File: config.mk
export PLATFORM = sky130hd
export DESIGN_NAME = knn_idw_ram
export DESIGN_NICKNAME = d
export VERILOG_FILES = /design/src/sv/knn_idw_ram.sv
export SDC_FILE = /design/constraint.sdc
export NUM_CORES = 2
export LEC_CHECK = 0
export BUFFER_PORTS_ARGS = -buffer_cell sky130_fd_sc_hd__buf_4
export CAP_MARGIN = 20
export CORE_AREA = 2 2 453 455
export DETAILED_ROUTE_END_ITERATION = 12
export DIE_AREA = 0 0 455 457
export HOLD_SLACK_MARGIN = 0.05
export PLACE_DENSITY = 0.49
export SLEW_MARGIN = 10
export SYNTH_ARGS = -nofsm -noshare
export SYNTH_HDL_FRONTEND = slang
export SYNTH_SLANG_ARGS = --single-unit
File: constraint.sdc
create_clock -name clk -period 4.1 [get_ports clk]
set_clock_uncertainty 0.05 [all_clocks]
set_input_delay 0.615 -clock clk [delete_from_list [all_inputs] [get_ports clk]]
set_output_delay 0.615 -clock clk [all_outputs]
set_load 0.03 [all_outputs]
File: src/sv/knn_idw_ram.sv
module knn_idw_ram #(
    parameter int WIDTH = 32,
    parameter int DEPTH = 64
) (
    input  logic                     clk,
    input  logic                     we,
    input  logic [$clog2(DEPTH)-1:0] waddr,
    input  logic [WIDTH-1:0]         wdata,
    input  logic                     re,
    input  logic [$clog2(DEPTH)-1:0] raddr,
    output logic [WIDTH-1:0]         rdata
);

    logic [WIDTH-1:0] mem_reg [DEPTH];
    logic [WIDTH-1:0] rdata_reg;

    always_ff @(posedge clk)
    begin
        if (we)
        begin
            mem_reg[waddr] <= wdata;
        end
        if (re)
        begin
            rdata_reg <= mem_reg[raddr];
        end
    end

    assign rdata = rdata_reg;

endmodule
---- After elaboration in Yosys (flattened, before gate mapping) ----
Memory sizes are Yosys's and may differ from the RTL's. A register that Yosys moved wholly into a read port is not among the register bits.
Index checks and enable logic that the tools add are counted.
storage, ports and cells
  register bits after elaboration ......... 0
  bits in writable memories ............... 2048
  input port bits ......................... 47
  output and inout port bits .............. 32
  word-level logic and storage cells ...... 3
  memories kept ........................... 1
memories
  memory   depth  width  rd ports  clocked after memory_dff  wr ports  line  source
  mem_reg  64     32     1         1                         1         14    logic [WIDTH-1:0] mem_reg [DEPTH];
cells by class
  mux-type cells .......................... 2
operators with widths
  kind               count
  two-way mux 1 bit  2

---- Depth between registers and ports, before layout ----
  word-level depth ........................ 2
  depth in mapped cells ................... 10
  gate-level depth less buffers ........... 5

---- Worst setup path before layout ----
No wires, ideal clock.
  path kind ............................... input-to-reg
  from .................................... input port waddr[3]
  to ...................................... memory mem_reg[48][0], enable pin
  library setup time ...................... 461 ps
  arrival ................................. 3314 ps
  data required time ...................... 3589 ps
  slack ................................... 275 ps
  cell stages on the path ................. 4
  path buffers ............................ 1
  cells stage by stage .................... clkbuf_1 > nor2b_1 > nand4b_1 > nor3_1
RTL lines
  item             line  source
  start, declared  7     input logic [$clog2(DEPTH)-1:0] waddr,
  end, declared    14
No word-level cell before the write port.

==> metrics.md <==
| Metric | Value |
|---|---|
| Status | `finished clean` |
| Setup slack, reg-to-reg | `approximately 1500 ps` |
| Clk_lat worst skew | `around 860 ps` |
| Via density | `5.78` |
| Area contributors post-synth | `edfxtp_1, mux4_2, mux2i_1` |
| Max reg flops | `around 2000` |
| Row count | `about 170` |
| Period minus WS final | `~3000 ps` |
| Resized Gates After CTS | `0` |
| CTS tree | `yes` |
| GP Congestion | `approximately 0.78` |
| RR Endpoint | `rdata[6]` |
| CTS H-Tree Depth | `4` |
| Final Max Slew Viols | `0` |
| Hold Fails Final Rpt | `0` |
| Post-synth EDFFs | `approximately 2100` |
| Drt initial violations | `4034` |
| Static Leak | `approximately 28 nW` |
| First-pass GRT wire length | `between 300 and 400 mm` |
| DR vias | `37554` |
| IO buf count | `a little under 80` |
| Post-synth net total | `3371` |
| Hold path startpoint | `raddr[4]` |
| Post-Route WL | `between 200 and 250 mm` |
| # nets final | `around 3700` |
| Starting density of the core | `0.388` |
| Max-slew headroom | `0.344` |
| Worst-path cell chain | `buf_8 -> buf_12 -> buf_12 -> buf_4 -> mux4_2 -> mux4_2 -> o22ai_1 -> nor2_1` |
| Initial antenna violation count | `14` |
| Fillers | `around 17000` |
| Top delay family on crit path | `buffers and inverters` |
| Mean Syn Cell Area | `between 20 and 25 um2` |
| Reg2reg start | `mem_reg[16][6]` |
| Area of the mapped netlist | `about 0.079 mm2` |
| Post-route cell area | `0.0914 mm2` |
| Clk slew on worst S/H paths | `60 ps` |
| Gr usage total | `0.214` |
| Post-CTS setup buffers | `0` |
| Fmax | `about 330 MHz` |
| Post-synth top area cell | `edfxtp_1` |
| WP data arrival | `3510 ps` |
| Clk sinks | `2080` |
| Die width | `455 um` |
| Cells after Synth | `between 3000 and 4000` |
| Footprint of the multi-input gates | `around 0.016 mm2` |
| Final Total Pwr | `roughly 0.045 W` |
| Max stage delay on crit path | `a little under 700 ps` |
| WHS Path Cells | `3` |
| Ports | `79` |
| Die Span Y | `approximately 460 um` |
| Share of cells above drive strength 1 | `0.312` |
| Register Area | `around 0.062 mm2` |
| Yosys reg bits | `around 2100` |
| Critical path's slowest cell | `o22ai_1` |
| CP startpoint kind | `primary input` |
| Post-route setup TNS | `0 ps` |
| Final Cycle Share | `0.734` |
| Yosys top cell area share | `0.792` |
| Syn. warnings | `0` |
| Max VDD drop | `slightly above 0.4 mV` |
| CP Capture Type | `register` |
| Synth-to-Final Area Change | `15.9%` |
| Seq/Total Area, Yosys | `0.792` |
| Ys async rst share | `0` |
| Root Buffer | `clkbuf_16` |
| Number of global-route vias before repair | `between 30000 and 40000` |
| Hpwl dp | `approximately 120 mm` |
| Largest net degree at the start of global routing | `65` |
| Gr ovfl total | `0` |
| CORE AREA | `between 0.2 and 0.25 mm2` |
| Die Area | `between 0.2 and 0.25 mm2` |
| Crit Path Max Fanout | `34` |
| DP Area | `around 0.085 mm2` |
| Worst Path Required | `around 4600 ps` |
| Post-DR wirelength/cell | `roughly 34 um` |
| Worst-case clock buffer depth | `3` |
| Hold buffers post-CTS | `0` |
| Final setup viols | `0` |
| Pre-antenna DRT Iters | `7` |
| Num CTS Buffers | `209` |
| Max_cap viols | `0` |
| RSZ-0062 raised after global routing | `false` |
| Min-Delay Path Class | `in -> reg` |
| Post-DRT Antenna Nets | `0` |
| Crit path buffers/inverters | `4` |
| Crit path kind | `in -> reg` |
| Yosys cell types | `33` |
| Worst Max-Slew Pin Slew | `slightly below 1000 ps` |
| DRC Markers | `0` |
| Top FF cell, synth | `edfxtp_1` |
| Worst Hold Path EP | `rdata[5]` |
| R2r worst-path depth | `4` |
| Pwr per Cell Area | `494 mW/mm2` |
-- final cells by class --
type,instances,share of cell area
flip-flops and latches,2080,0.683
repair buffers,283,0.0299
clock inverters,128,0.0153
clock buffers,253,0.0597
multi-input cells,1062,0.175
diodes,7,0.000192
well taps,2688,0.0368
-- cells in the final DEF (no fill, tap or decap), types with 3 or more instances in the layout --
| cell | n |
|---|---|
| buf_12 | 47 |
| clkinvlp_4 | 7 |
| diode_2 | 7 |
| bufinv_16 | 24 |
| clkinv_16 | 5 |
| clkinv_1 | 50 |
| or3_1 | 3 |
| mux2i_1 | 93 |
| inv_16 | 3 |
| clkinv_2 | 34 |
| a311oi_1 | 8 |
| a41o_1 | 4 |
| a21oi_1 | 62 |
| nand3_1 | 5 |
| mux4_2 | 544 |
| o221ai_1 | 27 |
| edfxtp_1 | 2080 |
| buf_4 | 231 |
| buf_8 | 3 |
| nor2b_1 | 15 |
| nor2_4 | 62 |
| nor3_1 | 5 |
| o32ai_1 | 4 |
| nor2_1 | 75 |
| a22oi_1 | 12 |
| nand2_1 | 26 |
| clkbuf_1 | 41 |
| o22ai_1 | 84 |
| or3b_2 | 3 |
| clkbuf_16 | 212 |
| nand2b_1 | 7 |
| nand3b_1 | 5 |
| and3_1 | 4 |
-- per-stage QoR --
stage / hold slack (ps) / std cells / worst slack, ps / utilization
after floorplan: 664 / 3324 / 275 / -
after global placement: 790 / 6111 / 171 / 0.416
after detailed placement: 774 / 6111 / 167 / 0.416
after CTS: 143 / 6492 / 1090 / 0.449
after global routing: 187 / 6496 / 1120 / 0.449
final: 209 / 6501 / 1090 / 0.450
-- power by group --
group / internal (W) / switching, W / leakage [nW]
clock network: 0.0110 / 0.00814 / 3.33
logic: 0.000874 / 0.00148 / 6.27
registers: 0.0236 / 0.0000771 / 18.7
total: 0.0355 / 0.00969 / 28.3
-- synth_stat cells, drive strengths merged (4+ instances only) --
cell type / number
nand3b: 5
a22oi: 12
o22ai: 84
and3: 4
nand2: 26
clkbuf: 74
a41o: 4
o32ai: 4
nor2: 137
nor3: 7
o221ai: 27
nor2b: 15
buf: 108
mux4: 544
edfxtp: 2080
a21oi: 62
nand3: 5
a311oi: 8
or3b: 5
nand2b: 8
mux2i: 93
-- per-layer routing --
layer	track usage	vias up	wire length, um
met5	0	-	48
met2	0.360	1387	112000
met1	0.290	20885	91100
met3	0.0308	342	12800
li1	-	14932	-
met4	0.0616	8	5950
-- worst max path at each step --
stage             start             end  slack, ps  cells past startpoint
6_report       raddr[0]        rdata[6]       1090                      8
5_1_grt        raddr[0]        rdata[6]       1120                      8
4_1_cts        raddr[1]       rdata[15]       1090                      7
3_5_place_dp   raddr[0]       rdata[15]        170                      9
3_3_place_gp   raddr[0]       rdata[15]        170                      9
2_1_floorplan  waddr[3]  mem_reg[48][0]        280                      4
-- tightest hold or removal path: stages --
cell,delay [ps]
buf_4,190
a21oi_1,90
nor2_1,80
-- kinds of logic after synthesis --
group	count (synthesis)	synth area share
AO/OA/AOI/OAI	202	0.0167
buffers and inverters	182	0.0112
flip-flops	2080	0.792
multiplexers	637	0.167
AND/OR/NAND/NOR	223	0.0126
No activity file was read; power rests on OpenSTA's default activity.
